[src/rtl/mioc_pkg.sv]
package mioc_pkg;

    // default sizes and fixed field widths
    localparam int MAX_DIMS_DEF   = 3;
    localparam int INDEX_BITS_DEF = 16;
    localparam int OFF_BITS       = 48;
    localparam int CFG_IDX_BITS   = 3;

    typedef enum logic [1:0] {
        OP_TO_INDEX  = 2'd0,
        OP_TO_OFFSET = 2'd1,
        OP_CONTAINS  = 2'd2,
        OP_OVERLAPS  = 2'd3
    } mioc_op_t;

    typedef enum logic [1:0] {
        ERR_OK     = 2'd0,
        ERR_OFFSET = 2'd1,
        ERR_RANGE  = 2'd2,
        ERR_BOUNDS = 2'd3
    } mioc_err_t;

    // register indexes
    localparam logic [CFG_IDX_BITS-1:0] REG_LOWER_0 = 3'd0;
    localparam logic [CFG_IDX_BITS-1:0] REG_UPPER_0 = 3'd3;
    localparam logic [CFG_IDX_BITS-1:0] REG_DIMS    = 3'd6;
    localparam logic [CFG_IDX_BITS-1:0] REG_ORDER   = 3'd7;

    // control carried along the cell chain
    typedef struct packed {
        logic      valid;
        mioc_op_t  op;
        mioc_err_t err;
        logic      test;
    } mioc_ctrl_t;

    // effective number of active dimensions
    function automatic logic [1:0] active_count(logic [1:0] dims, logic [1:0] md);
        logic [1:0] n;
        n = dims;
        if (n == 2'd0)
            n = 2'd1;
        if (n > md)
            n = md;
        return n;
    endfunction

    // dimension handled at a given fastest-first position (self inverse)
    function automatic logic [1:0] slot_dim(logic [1:0] k, logic [1:0] n, logic order);
        return order ? k : 2'(n - 2'd1 - k);
    endfunction

endpackage

[src/rtl/mioc_cell.sv]
// one bit of mixed-radix division and up to one bit of offset folding
module mioc_cell #(
    parameter int MAX_DIMS   = mioc_pkg::MAX_DIMS_DEF,
    parameter int INDEX_BITS = mioc_pkg::INDEX_BITS_DEF,
    parameter int SLOT       = 0,
    parameter int STEP       = 0
) (
    input  logic                                clk,
    input  logic                                rst_n,
    input  logic                                en,
    input  logic [INDEX_BITS:0]                 e_div,
    input  logic [INDEX_BITS:0]                 e_mul,
    input  mioc_pkg::mioc_ctrl_t                ctrl_in,
    input  logic [mioc_pkg::OFF_BITS-1:0]       v_in,
    input  logic [INDEX_BITS:0]                 r_in,
    input  logic [mioc_pkg::OFF_BITS-1:0]       acc_in,
    input  logic [mioc_pkg::OFF_BITS-1:0]       acc2_in,
    input  logic [MAX_DIMS-1:0][INDEX_BITS-1:0] d_in,
    input  logic [MAX_DIMS-1:0][INDEX_BITS-1:0] rem_in,
    output mioc_pkg::mioc_ctrl_t                ctrl_out,
    output logic [mioc_pkg::OFF_BITS-1:0]       v_out,
    output logic [INDEX_BITS:0]                 r_out,
    output logic [mioc_pkg::OFF_BITS-1:0]       acc_out,
    output logic [mioc_pkg::OFF_BITS-1:0]       acc2_out,
    output logic [MAX_DIMS-1:0][INDEX_BITS-1:0] d_out,
    output logic [MAX_DIMS-1:0][INDEX_BITS-1:0] rem_out
);
    localparam int L    = mioc_pkg::OFF_BITS;
    localparam int EB   = INDEX_BITS + 1;
    localparam int MB   = (STEP < EB) ? EB - 1 - STEP : 0;
    localparam int MS   = MAX_DIMS - 1 - SLOT;
    localparam bit LAST = (STEP == L - 1);
    localparam bit MULT = (STEP < EB);

    logic [EB:0]                         t, diff;
    logic                                ge;
    mioc_pkg::mioc_ctrl_t                ctrl_reg;
    logic [L-1:0]                        v_reg, v_next, acc_reg, acc_next, acc2_reg, acc2_next;
    logic [EB-1:0]                       r_reg, r_next;
    logic [MAX_DIMS-1:0][INDEX_BITS-1:0] d_reg, rem_reg, rem_next;

    // restoring division step and shift-add multiply step
    always_comb
    begin
        t      = {r_in, v_in[L-1]};
        diff   = t - {1'b0, e_div};
        ge     = (t >= {1'b0, e_div});
        v_next = {v_in[L-2:0], ge};
        r_next = ge ? diff[EB-1:0] : t[EB-1:0];
        rem_next  = rem_in;
        acc_next  = acc_in;
        acc2_next = acc2_in;
        if (MULT && e_mul[MB])
            acc2_next = {acc2_in[L-2:0], 1'b0} + acc_in;
        else if (MULT)
            acc2_next = {acc2_in[L-2:0], 1'b0};
        // end of a position: keep the remainder, add the index distance
        if (LAST)
        begin
            rem_next[SLOT] = r_next[INDEX_BITS-1:0];
            r_next         = '0;
            acc_next       = acc2_in + L'(d_in[MS]);
            acc2_next      = '0;
        end
    end

    // transaction control
    always_ff @(posedge clk or negedge rst_n)
    begin
        if (!rst_n)
            ctrl_reg <= '0;
        else if (en)
            ctrl_reg <= ctrl_in;
    end

    // payload
    always_ff @(posedge clk)
    begin
        if (en)
        begin
            v_reg         <= v_next;
            r_reg         <= r_next;
            acc_reg       <= acc_next;
            acc2_reg      <= acc2_next;
            d_reg         <= d_in;
            rem_reg       <= rem_next;
        end
    end

    assign ctrl_out = ctrl_reg;
    assign v_out    = v_reg;
    assign r_out    = r_reg;
    assign acc_out  = acc_reg;
    assign acc2_out = acc2_reg;
    assign d_out    = d_reg;
    assign rem_out  = rem_reg;
endmodule

[config.mk]
export PLATFORM = sky130hd
export DESIGN_NAME = mioc_cell
export DESIGN_NICKNAME = d
export VERILOG_FILES = /design/src/rtl/mioc_pkg.sv /design/src/rtl/mioc_cell.sv
export SDC_FILE = /design/constraint.sdc
export NUM_CORES = 1
export LEC_CHECK = 0
export ABC_CLOCK_PERIOD_IN_PS = 800
export BUFFER_PORTS_ARGS = -buffer_cell sky130_fd_sc_hd__buf_4
export CAP_MARGIN = 40
export CORE_AREA = 4 4 218 220
export CTS_BUF_LIST = sky130_fd_sc_hd__clkbuf_8
export DETAILED_ROUTE_END_ITERATION = 7
export DIE_AREA = 0 0 222 224
export PLACE_DENSITY = 0.54
export SETUP_SLACK_MARGIN = 0.05
export SYNTH_ARGS = -nofsm -noshare
export SYNTH_HDL_FRONTEND = slang
export SYNTH_SLANG_ARGS = --single-unit
[constraint.sdc]
create_clock -name clk -period 0.8 [get_ports clk]
set_input_delay 0.04 -clock clk [delete_from_list [all_inputs] [get_ports clk]]
set_output_delay 0.04 -clock clk [all_outputs]
set_load 0.05 [all_outputs]
* After elaboration in Yosys (flattened, before gate mapping)
Index checks and enable logic that the tools add are counted.
** Storage, ports and cells
- Bits in registers :: 263
- Input bits :: 300
- Output and inout bits :: 263
- Logic and storage cells :: 20
** Operators by class
- Add/sub/neg operators :: 2
- Order comparisons :: 1
- Muxes and demuxes :: 2
** Operators with widths (number)
- $add A48 B48 Y48 :: 1
- $mux W48 :: 1
- $ge A18 B17 Y1 :: 1
- $mux W17 :: 1
- $sub A17 B17 Y17 :: 1

* Logic depth before layout (Yosys ltp)
- Word-level depth :: 2
- Mapped depth :: 13
- Depth with buffers taken out :: 12

* Worst setup path before layout
OpenSTA, ideal clock, no wires.
- Kind :: in2reg
- Start point :: in acc_in[1] (netlist name)
- End point :: reg acc2_reg[37], in the netlist acc2_out[37] (data pin)
- Setup time :: 260 ps
- Arrival time :: 2494 ps
- Required time :: 540 ps
- Path slack :: -1954 ps
- Cell stages on the path :: 12
- Path buffers :: 0
- Cell sequence :: ha_1 > inv_1 > fa_1 > nand2b_1 > a21oi_1 > o21ai_0 > o21bai_1 > a31oi_1 > o41ai_1 > a21oi_1 > xnor2_1 > mux2_2
** On the way
- Longest elaborated chain between the ends :: 2
** RTL lines
- from (decl) :: line mioc_cell.sv:16 : input logic [mioc_pkg::OFF_BITS-1:0] acc_in,
- $add A48 B48 Y48 :: line mioc_cell.sv:54 : acc2_next = {acc2_in[L-2:0], 1'b0} + acc_in;
- $mux W48 :: line mioc_cell.sv:53 : if (MULT && e_mul[MB])
- named net acc2_next[37] :: line mioc_cell.sv:38 : logic [L-1:0] v_reg, v_next, acc_reg, acc_next, acc2_reg, acc2_next;
- to (signal assigned) :: line mioc_cell.sv:84 : acc2_reg <= acc2_next;
- to (decl) :: line mioc_cell.sv:38
The timed path passes the listed nets, and every way through them passes these cells.
A chain may end at the register's enable or synchronous reset.

* Worst setup path in the final report
- Start point :: in acc_in[2] (netlist name)
- End point :: reg acc2_reg[22], in the netlist acc2_out[22] (data pin)
Same word-level chain as after synthesis.

==> results.txt <==
Slew Viols, Final: 0
CTS max path bufs: 3
crit path DAT: 2.45 ns
core area: 45300 um^2
syn_area_per_cell: 14.1 um^2
max_cap viols: 0
CTS tree: done
pin count of the biggest net entering global routing: 62
DR iter-0 viols: 511
Syn Std Cell Area: 12300 um^2
die area: 49700 um^2
site row count: 78
Vert. Die Dim: 224 um
worst r2r path cells: 1
Die X: 222 um
ys flop type: edfxtp_1
htree depth: 2
total track usage: 0.199
Sequential Power Share: 0.368
worst setup margin: -1.30 ns
syn_nets: 1236
post-synth top area share: 0.629
Final min period: 2.10 ns
Sw Ratio: 0.335
num ports: 563
worst hold margin: -0.372 ns
Final #Nets: 2350
Comb pwr share: 0.363
hold depth: 1
Synth top cells by count: edfxtp_1, a21oi_1, ha_1
failing checks: hold timing, setup timing
number of port buffers: 545
top cells by area, synth: edfxtp_1, ha_1, mux2_2
switching power: 15.8 mW
area growth from synthesis to layout: 105%
Slew Limit Headroom: 0.735
FF-to-FF Start: ctrl_out[1]
Critical Path Sink: acc2_out[22]
Clock Latency Late Sink: 0.60 ns
Initial Util: 0.271
Post-synth EDFFs: 257
Fill cells: 3682
residual DRC count: 0
FMAX: 476 MHz
clk sinks: 263
CP max FO: 3
Seq cells post-synth: 263
Pwr Density: 1880 nW/um^2
post-route ant nets: 0
Critical Path Sink Type: register
Max IR drop VDD: 1.34 mV
status: finished, violations left
share of layout cells above drive strength 1: 0.534
drt total wl: 52.8 mm
final hold viol count: 51
clock transition at the registers of the reported paths: 0.05 ns
Post-Route Skew: 0 ns
launch point of the worst path: acc_in[2]
antenna violations before repair: 5
area of the multi-input gates: 5240 um^2
pre-CTS setup slack: -2.06 ns
DR WL/cell: 20.1 um
vias per std cell: 4.50
Pwr Total: 47.2 mW
most frequent cell after synthesis: edfxtp_1
area leader, netlist: edfxtp_1
final setup vio count: 380
total number of vias: 11796
Final GP Congestion: 0.825
grt ovf: 0
Root Driver: clkbuf_8
type of the worst setup path: in2reg
first-pass GRT wire length: 76.8 mm
Cells after Synth: 871
RSZ-0062 raised after global routing: yes
vias in the first global route: 12640
CP startpoint kind: input pin
DP HPWL: 38.0 mm
Cell variety after synth: 60
Least-Margin Pin Slew: 0.396 ns
Hold Path Class: in2reg
Reg area: 7880 um^2
Leak: 10.9 nW
drt pass-1 iters: 4
register area share after synthesis: 0.641
worst r2r dst: ctrl_out[1]
Num CTS Buffers: 49
FF-to-FF setup slack: -0.01 ns
Clock power frac: 0.268
required time worst endpoint: 1.15 ns
Ys Warns: 0
share of flip-flops with an asynchronous set or reset: 0.0228
internal power: 31.4 mW
crit share post-route: 2.63
[per-layer routing]
| metal | wire length, um | vias to the layer above | global-route usage |
|---|---|---|---|
| met1 | 20700 | 5706 | 0.229 |
| met5 | 27 | - | 0 |
| li1 | - | 5577 | - |
| met2 | 26300 | 401 | 0.341 |
| met4 | 2210 | 4 | 0.0936 |
| met3 | 3580 | 108 | 0.0615 |
[layout by cell type (no fill, tap or decap), types with 27 or more instances in the layout]
cell / n
a21o_1: 36
a21oi_1: 44
buf_4: 490
buf_6: 308
clkbuf_8: 49
dlygate4sd3_1: 273
edfxtp_1: 257
ha_1: 36
inv_1: 46
mux2_4: 36
nand2_1: 41
nor2_1: 36
xnor2_1: 27
[repair_timing]
| item | CTS | global route |
|---|---|---|
| hold buffers | 260 | 15 |
| pin swaps | 63 | 46 |
| hold endpoints to repair | 433 | 132 |
| setup buffers | 21 | 19 |
| endpoints found under the setup margin | 331 | 355 |
| gates cloned | 1 | 0 |
| gates resized for setup | 392 | 60 |
[worst min-delay path by stage]
stage          slack, ns          end      start
2_1_floorplan      -0.26  ctrl_out[0]      rst_n
4_1_cts            -0.46   acc_out[1]  acc_in[1]
3_5_place_dp       -0.15  ctrl_out[3]      rst_n
6_report           -0.37   acc_out[1]  acc_in[1]
3_3_place_gp       -0.15  ctrl_out[3]      rst_n
5_1_grt            -0.43   acc_out[1]  acc_in[1]
[stage by stage]
stage | std cells | util | setup TNS [ns] | hold WS, ns | area, um^2
CTS | 2591 | 0.544 | -189.05 | -0.460 | 24600
global route | 2621 | 0.556 | -197.03 | -0.434 | 25200
detailed placement | 2226 | 0.428 | -116.56 | -0.147 | 19400
floorplan | 871 | - | -76.45 | -0.256 | 12800
global placement | 2226 | 0.428 | -115.56 | -0.148 | 19400
finish | 2621 | 0.556 | -175.82 | -0.372 | 25200
[area by class of cell]
| type | count | share of cell area |
|---|---|---|
| repair buffers | 1089 | 0.406 |
| flip-flops and latches | 263 | 0.313 |
| multi-input cells | 547 | 0.208 |
| well taps | 600 | 0.0298 |
| clock buffers | 49 | 0.0268 |
| clock inverters | 36 | 0.00990 |
| inverters | 35 | 0.00582 |
| diodes | 2 | 0.000199 |
[critical path: stages]
cell	delay, ns
buf_8	0.10
buf_6	0.11
ha_4	0.27
a211oi_4	0.06
o211ai_2	0.25
a41oi_2	0.14
buf_6	0.15
o31ai_4	0.17
buf_6	0.16
buf_4	0.11
buf_6	0.09
nand2_2	0.04
and2_4	0.17
o31ai_4	0.22
xor2_1	0.09
mux2_4	0.26
[flip-flops by register name (all words and copies together), names as in the netlist]
| register | cells |
|---|---|
| acc_out | 48 |
| r_out | 17 |
| v_out | 48 |
| ctrl_out | 6 |
| rem_out | 48 |
| d_out | 48 |
| acc2_out | 48 |
[power by group through the flow]
stage / clock network, mW / registers (mW) / logic, mW
after floorplan: 0 / 21.9 / 3.43
after global placement: 0 / 17.3 / 13.9
after detailed placement: 0 / 17.4 / 14.0
after CTS: 13.1 / 17.4 / 16.7
after global routing: 13.8 / 17.5 / 18.0
final: 12.7 / 17.4 / 17.1
[logic make-up after synthesis]
| group | share of synthesized area |
|---|---|
| AO/OA/AOI/OAI | 0.115 |
| multiplexers | 0.0582 |
| AND/OR/NAND/NOR | 0.0600 |
| buffers and inverters | 0.0197 |
| flip-flops | 0.641 |
| adder cells (fa/ha/maj) | 0.0675 |
| XOR/XNOR | 0.0385 |
(Power assumes the default switching activity.)
