## config.mk

```make
export PLATFORM = sky130hd
export DESIGN_NAME = mioc_back_flat
export DESIGN_NICKNAME = d
export VERILOG_FILES = /design/src/rtl/mioc_pkg.sv /design/src/rtl/mioc_stream_if.sv /design/src/rtl/mioc_back.sv /design/src/flat_wrapper.sv
export SDC_FILE = /design/constraint.sdc
export NUM_CORES = 1
export LEC_CHECK = 0
export BUFFER_PORTS_ARGS = -buffer_cell sky130_fd_sc_hd__clkbuf_2
export CAP_MARGIN = 20
export CORE_MARGIN = 8
export CORE_UTILIZATION = 40
export CTS_CLUSTER_SIZE = 28
export DETAILED_ROUTE_END_ITERATION = 16
export GPL_ROUTABILITY_DRIVEN = 0
export PLACE_DENSITY = 0.72
export SYNTH_ARGS = -nofsm -noshare
export SYNTH_HDL_FRONTEND = slang
export SYNTH_SLANG_ARGS = --single-unit
```

## constraint.sdc

```tcl
create_clock -name clk -period 3.16 [get_ports clk]
set_input_delay 0.158 -clock clk [delete_from_list [all_inputs] [get_ports clk]]
set_output_delay 0.158 -clock clk [all_outputs]
set_load 0.05 [all_outputs]
```

## src/rtl/mioc_pkg.sv

```systemverilog
package mioc_pkg;

    // default sizes and fixed field widths
    localparam int MAX_DIMS_DEF   = 3;
    localparam int INDEX_BITS_DEF = 16;
    localparam int OFF_BITS       = 48;
    localparam int CFG_IDX_BITS   = 3;

    typedef enum logic [1:0] {
        OP_TO_INDEX  = 2'd0,
        OP_TO_OFFSET = 2'd1,
        OP_CONTAINS  = 2'd2,
        OP_OVERLAPS  = 2'd3
    } mioc_op_t;

    typedef enum logic [1:0] {
        ERR_OK     = 2'd0,
        ERR_OFFSET = 2'd1,
        ERR_RANGE  = 2'd2,
        ERR_BOUNDS = 2'd3
    } mioc_err_t;

    // register indexes
    localparam logic [CFG_IDX_BITS-1:0] REG_LOWER_0 = 3'd0;
    localparam logic [CFG_IDX_BITS-1:0] REG_UPPER_0 = 3'd3;
    localparam logic [CFG_IDX_BITS-1:0] REG_DIMS    = 3'd6;
    localparam logic [CFG_IDX_BITS-1:0] REG_ORDER   = 3'd7;

    // control carried along the cell chain
    typedef struct packed {
        logic      valid;
        mioc_op_t  op;
        mioc_err_t err;
        logic      test;
    } mioc_ctrl_t;

    // effective number of active dimensions
    function automatic logic [1:0] active_count(logic [1:0] dims, logic [1:0] md);
        logic [1:0] n;
        n = dims;
        if (n == 2'd0)
            n = 2'd1;
        if (n > md)
            n = md;
        return n;
    endfunction

    // dimension handled at a given fastest-first position (self inverse)
    function automatic logic [1:0] slot_dim(logic [1:0] k, logic [1:0] n, logic order);
        return order ? k : 2'(n - 2'd1 - k);
    endfunction

endpackage

```

## src/rtl/mioc_stream_if.sv

```systemverilog


// response channel
interface mioc_rsp_if #(
    parameter int INDEX_BITS = mioc_pkg::INDEX_BITS_DEF
);
    logic                          valid;
    logic                          ready;
    logic [mioc_pkg::OFF_BITS-1:0] result_offset;
    logic signed [INDEX_BITS-1:0]  index_0;
    logic signed [INDEX_BITS-1:0]  index_1;
    logic signed [INDEX_BITS-1:0]  index_2;
    logic                          test_true;
    logic [1:0]                    error_code;

    modport source (
        output valid, result_offset, index_0, index_1, index_2, test_true, error_code,
        input  ready
    );
    modport sink (
        input  valid, result_offset, index_0, index_1, index_2, test_true, error_code,
        output ready
    );
endinterface

```

## src/rtl/mioc_back.sv

```systemverilog
module mioc_back #(
    parameter int MAX_DIMS   = mioc_pkg::MAX_DIMS_DEF,
    parameter int INDEX_BITS = mioc_pkg::INDEX_BITS_DEF
) (
    input  logic                                       clk,
    input  logic                                       rst_n,
    output logic                                       en,
    input  mioc_pkg::mioc_ctrl_t                       ctrl,
    input  logic [mioc_pkg::OFF_BITS-1:0]              v,
    input  logic [mioc_pkg::OFF_BITS-1:0]              acc,
    input  logic [MAX_DIMS-1:0][INDEX_BITS-1:0]        rem,
    input  logic signed [MAX_DIMS-1:0][INDEX_BITS-1:0] lower,
    input  logic [1:0]                                 n,
    input  logic                                       order,
    mioc_rsp_if.source                                 rsp
);
    localparam int DB = (MAX_DIMS > 1) ? $clog2(MAX_DIMS) : 1;

    logic                          valid_reg;
    logic [mioc_pkg::OFF_BITS-1:0] off_reg, off_next;
    logic [2:0][INDEX_BITS-1:0]    idx_reg, idx_next;
    logic                          test_reg, test_next;
    mioc_pkg::mioc_err_t           err_reg, err_next;

    assign en = !valid_reg || rsp.ready;

    // result assembly; an error clears every other field
    always_comb
    begin
        logic [1:0] k;
        off_next  = '0;
        idx_next  = '0;
        test_next = 1'b0;
        err_next  = ctrl.err;
        if (ctrl.err == mioc_pkg::ERR_OK)
        begin
            case (ctrl.op)
                mioc_pkg::OP_TO_INDEX:
                    if (v != '0)
                        err_next = mioc_pkg::ERR_OFFSET;
                    else
                        for (int i = 0; i < MAX_DIMS; i++)
                        begin
                            k = mioc_pkg::slot_dim(2'(i), n, order);
                            if (2'(i) < n)
                                idx_next[i] = lower[i] + rem[k[DB-1:0]];
                        end
                mioc_pkg::OP_TO_OFFSET:
                    off_next = acc;
                default:
                    test_next = ctrl.test;
            endcase
        end
    end

    always_ff @(posedge clk or negedge rst_n)
    begin
        if (!rst_n)
            valid_reg <= 1'b0;
        else if (en)
            valid_reg <= ctrl.valid;
    end

    always_ff @(posedge clk)
    begin
        if (en)
        begin
            off_reg  <= off_next;
            idx_reg  <= idx_next;
            test_reg <= test_next;
            err_reg  <= err_next;
        end
    end

    assign rsp.valid         = valid_reg;
    assign rsp.result_offset = off_reg;
    assign rsp.index_0       = idx_reg[0];
    assign rsp.index_1       = idx_reg[1];
    assign rsp.index_2       = idx_reg[2];
    assign rsp.test_true     = test_reg;
    assign rsp.error_code    = err_reg;
endmodule

```

## src/flat_wrapper.sv

```systemverilog
// flat-port wrapper written by rule: the top's interface ports become plain ports
module mioc_back_flat 
#(
    parameter int MAX_DIMS   = mioc_pkg::MAX_DIMS_DEF,
    parameter int INDEX_BITS = mioc_pkg::INDEX_BITS_DEF
)
  (clk, rst_n, en, ctrl, v, acc, rem, lower, n, order, rsp_valid, rsp_result_offset, rsp_index_0, rsp_index_1, rsp_index_2, rsp_test_true, rsp_error_code, rsp_ready);
  mioc_rsp_if #(.INDEX_BITS(INDEX_BITS)) rsp_i ();
  input  logic clk;
  input  logic rst_n;
  output logic en;
  input  mioc_pkg::mioc_ctrl_t ctrl;
  input  logic [mioc_pkg::OFF_BITS-1:0] v;
  input  logic [mioc_pkg::OFF_BITS-1:0] acc;
  input  logic [MAX_DIMS-1:0][INDEX_BITS-1:0] rem;
  input  logic signed [MAX_DIMS-1:0][INDEX_BITS-1:0] lower;
  input  logic [1:0] n;
  input  logic order;
  output wire logic [$bits(rsp_i.valid)-1:0] rsp_valid;
  output wire logic [$bits(rsp_i.result_offset)-1:0] rsp_result_offset;
  output wire logic [$bits(rsp_i.index_0)-1:0] rsp_index_0;
  output wire logic [$bits(rsp_i.index_1)-1:0] rsp_index_1;
  output wire logic [$bits(rsp_i.index_2)-1:0] rsp_index_2;
  output wire logic [$bits(rsp_i.test_true)-1:0] rsp_test_true;
  output wire logic [$bits(rsp_i.error_code)-1:0] rsp_error_code;
  input wire logic [$bits(rsp_i.ready)-1:0] rsp_ready;
  assign rsp_valid = rsp_i.valid;
  assign rsp_result_offset = rsp_i.result_offset;
  assign rsp_index_0 = rsp_i.index_0;
  assign rsp_index_1 = rsp_i.index_1;
  assign rsp_index_2 = rsp_i.index_2;
  assign rsp_test_true = rsp_i.test_true;
  assign rsp_error_code = rsp_i.error_code;
  assign rsp_i.ready = rsp_ready;
  mioc_back #(.MAX_DIMS(MAX_DIMS), .INDEX_BITS(INDEX_BITS)) u_core (.clk(clk), .rst_n(rst_n), .en(en), .ctrl(ctrl), .v(v), .acc(acc), .rem(rem), .lower(lower), .n(n), .order(order), .rsp(rsp_i));
endmodule
```

**Word level (Yosys, flattened, before mapping)**

Index checks and enable logic that the tools add are counted.

- $add $sub $neg: 6
- Multipliers: 0
- Div/mod/pow operators: 0
- $lt $le $gt $ge: 6
- Equal/unequal tests: 1
- Shifts and indexed selects: 0
- Mux-type cells: 12
- Bitwise logic cells: 5
- Reductions and logical operators: 10

Operator list:

| kind | count |
|---|---|
| 16-bit binary-select mux with 2-bit select | 3 |
| 16-bit adder | 3 |
| 16-bit 2-to-1 mux | 3 |
| 48-bit nonzero test | 1 |
| 2-bit 2-to-1 mux | 6 |
| 4-bit OR reduction | 3 |
| 2-bit by 3-bit less-than comparator with 1-bit output, second input constant | 3 |
| 1-bit inverter | 5 |
| 2-bit zero test | 2 |
| 1-bit by 2-bit less-than comparator with 1-bit output, first input constant | 2 |
| 2-bit by 1-bit subtractor with 2-bit output, second input constant | 2 |
| 3-bit OR reduction | 1 |
| 2-bit by 1-bit equality test with 1-bit output, second input constant | 1 |
| 2-bit less-than comparator, first input constant | 1 |
| 2-bit AND reduction | 1 |
| 2-bit subtractor, second input constant | 1 |
| 1-bit zero test | 1 |
| 1-bit logical OR | 1 |

- Register bits after elaboration: 100
- Bits in latches: 0
- Bits in writable memories: 0
- Bits in read-only memories: 0
- Bits of input ports: 204
- Output and inout bits: 101
- Logic and storage cells: 47
- Memories: 0

**Longest topological paths before layout**

- Depth after elaboration: 6
- Mapped depth: 16
- Mapped depth without buffers: 15

**Worst setup path before layout**

No wires, ideal clock.

- Path kind: register -> register
- Start: register u_core.valid_reg, in the netlist u_core.rsp.valid
- End: register u_core.err_reg[0], in the netlist u_core.rsp.error_code[0] (enable)
- Setup time: 493 ps
- Arrival time: 3249 ps
- Required time: 2667 ps
- Slack: -582 ps
- Stages on the path, launching flop included: 2
- Path buffers: 0
- Clock period less this slack: 3742 ps
- Path through: dfrtp_1 -> nand2b_1

- Longest elaborated chain between the ends: 2

Ends and longest elaborated chain:

| what | RTL line | text |
|---|---|---|
| from (decl) | mioc_back.sv:19 | `logic valid_reg;` |
| from (signal assigned) | mioc_back.sv:61 | `valid_reg <= ctrl.valid;` |
| 1-bit zero test | mioc_back.sv:25 | `assign en = !valid_reg \|\| rsp.ready;` |
| 1-bit logical OR | mioc_back.sv:25 |  |
| net en | flat_wrapper.sv:11 | `output logic en;` |
| to (signal assigned) | mioc_back.sv:71 | `err_reg <= err_next;` |
| to (decl) | mioc_back.sv:23 | `mioc_pkg::mioc_err_t err_reg, err_next;` |

The timed path passes the listed nets, and every way through them passes these cells.
A chain may end at the register's enable or synchronous reset.

**Worst setup path in the final report**

- Start: input port n[1]
- End: register u_core.idx_reg (netlist bit u_core.rsp.index_2[13]), data pin

- Longest elaborated chain between the ends: 6
- Elaborated cells on any way between the ends: 9
- Those cells by class: 3 x add/sub; 1 x order compare; 3 x mux; 1 x bitwise; 1 x reduce/logical

Ends and longest elaborated chain:

| what | RTL line | text |
|---|---|---|
| from (decl) | flat_wrapper.sv:17 | `input logic [1:0] n;` |
| 2-bit by 1-bit subtractor with 2-bit output | mioc_pkg.sv:50 | `return order ? k : 2'(n - 2'd1 - k);` |
| 2-bit subtractor | mioc_pkg.sv:50 |  |
| 2-bit 2-to-1 mux | mioc_pkg.sv:50 |  |
| 16-bit binary-select mux with 2-bit select | mioc_back.sv:46 | `idx_next[i] = lower[i] + rem[k[DB-1:0]];` |
| 16-bit 2-to-1 mux (implied by the code) | mioc_back.sv:46 |  |
| 16-bit adder | mioc_back.sv:46 |  |
| to (signal assigned) | mioc_back.sv:69 | `idx_reg <= idx_next;` |
| to (decl) | mioc_back.sv:21 | `logic [2:0][INDEX_BITS-1:0] idx_reg, idx_next;` |

Parallel ways exist; a longest one is shown, timed or not. The select of a mux whose other input is x is not followed.

==> impl_results.rst <==
.. list-table::
   :header-rows: 1

   * - Metric
     - Value
   * - Status
     - complete, no violations
   * - Worst slack at placement
     - -267 ps
   * - Post-synthesis adder-cell area fraction
     - 10.1%
   * - Critical Path, Cell by Cell
     - clkbuf_2 -> inv_1 -> ha_1 -> buf_6 -> nor3_2 -> buf_4 -> nand2_1 -> o21ai_0 -> ha_1 -> o21ai_0 -> o211ai_1 -> nand3_1 -> o21ai_0 -> a221oi_1 -> xor2_1 -> nor2_1
   * - Number of buffers and inverters on the critical path
     - 4
   * - Diodes inserted
     - 0
   * - Ratio of final minimum period to clock period
     - 95.7%
   * - Violation count after the first detailed-route iteration
     - 257
   * - Initial antenna violation count
     - 2
   * - Simple logic cell fraction of the synthesized area
     - between 15 and 20%
   * - Height of the die
     - roughly 150 um
   * - Share of synthesized flip-flops with an asynchronous set or reset
     - 1.00%
   * - Die X
     - between 100 and 150 um
   * - H-Tree Depth
     - 3
   * - Crit-path max cell delay
     - approximately 380 ps
   * - Clock transition at the registers of the reported paths
     - roughly 70 ps
   * - Netlist area before placement
     - roughly 6700 um^2
   * - RSZ-0062 raised after global routing
     - no
   * - Cell Area, Placed
     - 8980 um^2
   * - Signed area change from the synthesized netlist to the final layout
     - 39.1%
   * - Final design area excluding fillers
     - between 9000 and 10,000 um^2
   * - Fraction of the yosys area taken by sequential cells
     - 44.8%
   * - Full die area
     - 21,100 um^2
   * - Cell repeated most along the worst path
     - sky130_fd_sc_hd__o21ai_0
   * - Endpoint kind of the worst setup timing path
     - flop
   * - Yosys warning total
     - 0
   * - Maximum net fanout on the critical path
     - 15
   * - Vias after detailed routing
     - 6,315
   * - Mean area per synthesized cell
     - 10.2 um^2
   * - Bufs on Longest Clock Path
     - 2
   * - Signal arrival time at the worst endpoint
     - 3110 ps
   * - Core region area
     - 16,500 um^2
   * - Effective utilization at floorplan
     - between 40% and 50%
   * - Share of layout cells above drive strength 1
     - 40.1%
   * - Count of final hold-check violations
     - 0
   * - Via density
     - between 5 and 6
   * - FF+latch count, synth
     - 100
   * - FF+latch area
     - 3000 um^2
   * - Main combinational cell family by area after synthesis
     - simple AND/OR/NAND/NOR gates
   * - Port Buf Inserts
     - ~300
   * - Library cells used by synthesis
     - 52
   * - Pwr per Cell Area
     - 442 nW/um^2
   * - Final Routed Wirelength
     - 22,500 um
   * - Most used DFF post-synth
     - sky130_fd_sc_hd__edfxtp_1
   * - Setup violation total in the final timing report
     - 0
   * - Largest delay share family, worst path
     - compound AO/OA/AOI/OAI gates
   * - Critical path class
     - input pin to flop
   * - Type of element launching the critical path
     - input pin
   * - Count of unresolved DRC violations after routing
     - 0
   * - Pin count of the biggest net entering global routing
     - 49
   * - Final global-route overflow total
     - 0
   * - Average wire per standard cell
     - 18.1 um
   * - Max-cap violation count
     - 0
   * - Worst Tran Pin Value
     - 582 ps
   * - Largest register FFs
     - 48
   * - Worst setup skew after layout
     - 8.33 ps
   * - Cell with the biggest individual delay on the critical path
     - sky130_fd_sc_hd__ha_1
   * - Root buffer cell
     - sky130_fd_sc_hd__clkbuf_16
   * - Relative slew slack
     - 61.2%
   * - Number of pins exceeding their max-slew limit in the final report
     - 0
   * - Antenna-violating nets left
     - 0
   * - Peak VDD IR
     - 0.250 mV
   * - Hold/Removal Path Class
     - input pin to flop
   * - Clock tree from TritonCTS
     - yes
   * - Share of the synthesized area in compound gates (AO/OA/AOI/OAI)
     - between 10% and 20%
   * - Nets
     - ~1.3k
   * - Iteration count of the initial detailed-routing pass
     - 5
   * - Total area of multi-input combinational cells
     - 3580 um^2
   * - Clock latency on the worst-skew pair
     - 350 ps
   * - Overall Global Routing Usage
     - 20.8%
   * - Clock Sink Count
     - 100
   * - Placement row count
     - 47
   * - Multiplexer area fraction after synthesis
     - 6.88%
   * - Worst-case setup margin in the final layout
     - 135 ps
   * - Post-synth net total
     - 909
   * - Number of buffers created by CTS
     - 9
   * - Most common library cell in the layout ignoring fill and taps
     - sky130_fd_sc_hd__clkbuf_2
   * - Maximum operating frequency
     - 331 MHz
   * - Total of fill cells in the finished design
     - between 1k and 1.5k
   * - DPL Wire Length
     - approximately 19,000 um
   * - Most used cells in the layout excluding fill and tap cells
     - sky130_fd_sc_hd__clkbuf_2, sky130_fd_sc_hd__edfxtp_1, sky130_fd_sc_hd__buf_4, sky130_fd_sc_hd__nand2_1, sky130_fd_sc_hd__nor2_1
   * - Leak
     - 4.48 nW
   * - Overall power after layout
     - 4.12 mW
   * - Ports
     - approximately 310
   * - Req. time, crit path
     - around 3200 ps
   * - Worst Hold Slack
     - 40.4 ps
   * - Global-route wire length before repair
     - 35,000 um
   * - Minimum period implied by the final worst setup slack
     - between 3000 and 4000 ps
   * - Count of flip-flops with a built-in enable after synthesis
     - 99
   * - Parity-gate share of the synthesized area counting xor and xnor cells
     - 4.98%
   * - Via count of the first global-routing pass
     - ~6.3k
   * - Cells after Synth
     - 653
[routing by layer]
metal	global-route usage, %	part of all wire [%]	vias to the layer above	routed length, um
met5	0	0.10	-	23
li1	-	-	3151	-
met1	25.0	42	2895	9380
met3	7.21	8.8	21	1990
met4	4.53	1.2	4	261
met2	35.3	48	244	10900
[synthesized netlist by cell type, types with 4 or more instances]
library cell / instances / area (um^2)
sky130_fd_sc_hd__nand4_1: 9 / 56.3
sky130_fd_sc_hd__and2_1: 49 / 307
sky130_fd_sc_hd__nor2_1: 60 / 225
sky130_fd_sc_hd__nor3_1: 9 / 45.0
sky130_fd_sc_hd__nor4_1: 12 / 75.1
sky130_fd_sc_hd__a21o_1: 15 / 113
sky130_fd_sc_hd__xor2_1: 19 / 166
sky130_fd_sc_hd__a21oi_1: 31 / 155
sky130_fd_sc_hd__mux2i_1: 46 / 460
sky130_fd_sc_hd__ha_1: 49 / 613
sky130_fd_sc_hd__nand2b_1: 4 / 25.0
sky130_fd_sc_hd__o21a_1: 6 / 45.0
sky130_fd_sc_hd__a211oi_1: 8 / 60.1
sky130_fd_sc_hd__xnor2_1: 19 / 166
sky130_fd_sc_hd__edfxtp_1: 99 / 2970
sky130_fd_sc_hd__nand2_1: 66 / 248
sky130_fd_sc_hd__nor2b_1: 4 / 25.0
sky130_fd_sc_hd__nand3_1: 5 / 25.0
sky130_fd_sc_hd__buf_6: 4 / 45.0
sky130_fd_sc_hd__a31oi_1: 4 / 25.0
sky130_fd_sc_hd__inv_1: 11 / 41.3
sky130_fd_sc_hd__clkbuf_1: 16 / 60.1
sky130_fd_sc_hd__o21ai_0: 62 / 310
[per-stage QoR]
step / instances / TNS (ps) / utilization, %
5_1_grt: 1245 / 0 / 56.5
3_5_place_dp: 1227 / -3370 / 54.5
3_3_place_gp: 1227 / -2390 / 54.5
2_1_floorplan: 653 / -16.7 / -
6_report: 1245 / 0 / 56.5
4_1_cts: 1244 / 0 / 56.3
[where the power goes]
group / switching, mW / internal [mW]
Combinational: 0.878 / 0.602
Sequential: 0.0206 / 1.53
Clock: 0.530 / 0.552
[kinds of logic after synthesis]
| kind of cell | after synthesis |
|---|---|
| multiplexers | 46 |
| flip-flops | 100 |
| adder cells (fa/ha/maj) | 52 |
| AO/OA/AOI/OAI | 149 |
| buffers and inverters | 35 |
| XOR/XNOR | 38 |
| AND/OR/NAND/NOR | 233 |
[cell type report]
type                            count  area share [%]
Timing Repair Buffer              380            22.8
Inverter                           11           0.444
Clock buffer                       10            2.46
Tap cell                          220            2.96
Multi-Input combinational cell    518            38.5
Clock inverter                      6           0.619
Sequential cell                   100            32.2
[final timing paths]
path                                  start                           end  slack [ps]  depth (start not counted)
min                                 ctrl[5]              u_core.rsp.valid          40                          2
max in group asynchronous             rst_n              u_core.rsp.valid        2930                          2
min reg2reg                u_core.rsp.valid  u_core.rsp.result_offset[10]        1020                          1
min in group asynchronous             rst_n              u_core.rsp.valid         140                          2
max reg2reg                u_core.rsp.valid  u_core.rsp.result_offset[16]        1540                          2
max                                    n[1]        u_core.rsp.index_2[13]         140                         16
[repair_timing]
action / 4_1_cts / 5_1_grt
buffers inserted: 0 / 1
endpoints found under the hold margin: 1 / 0
endpoints found under the setup margin: 0 / 14
gates resized for setup: 0 / 9
hold buffers: 1 / 0
No activity file was read; power rests on OpenSTA's default activity.
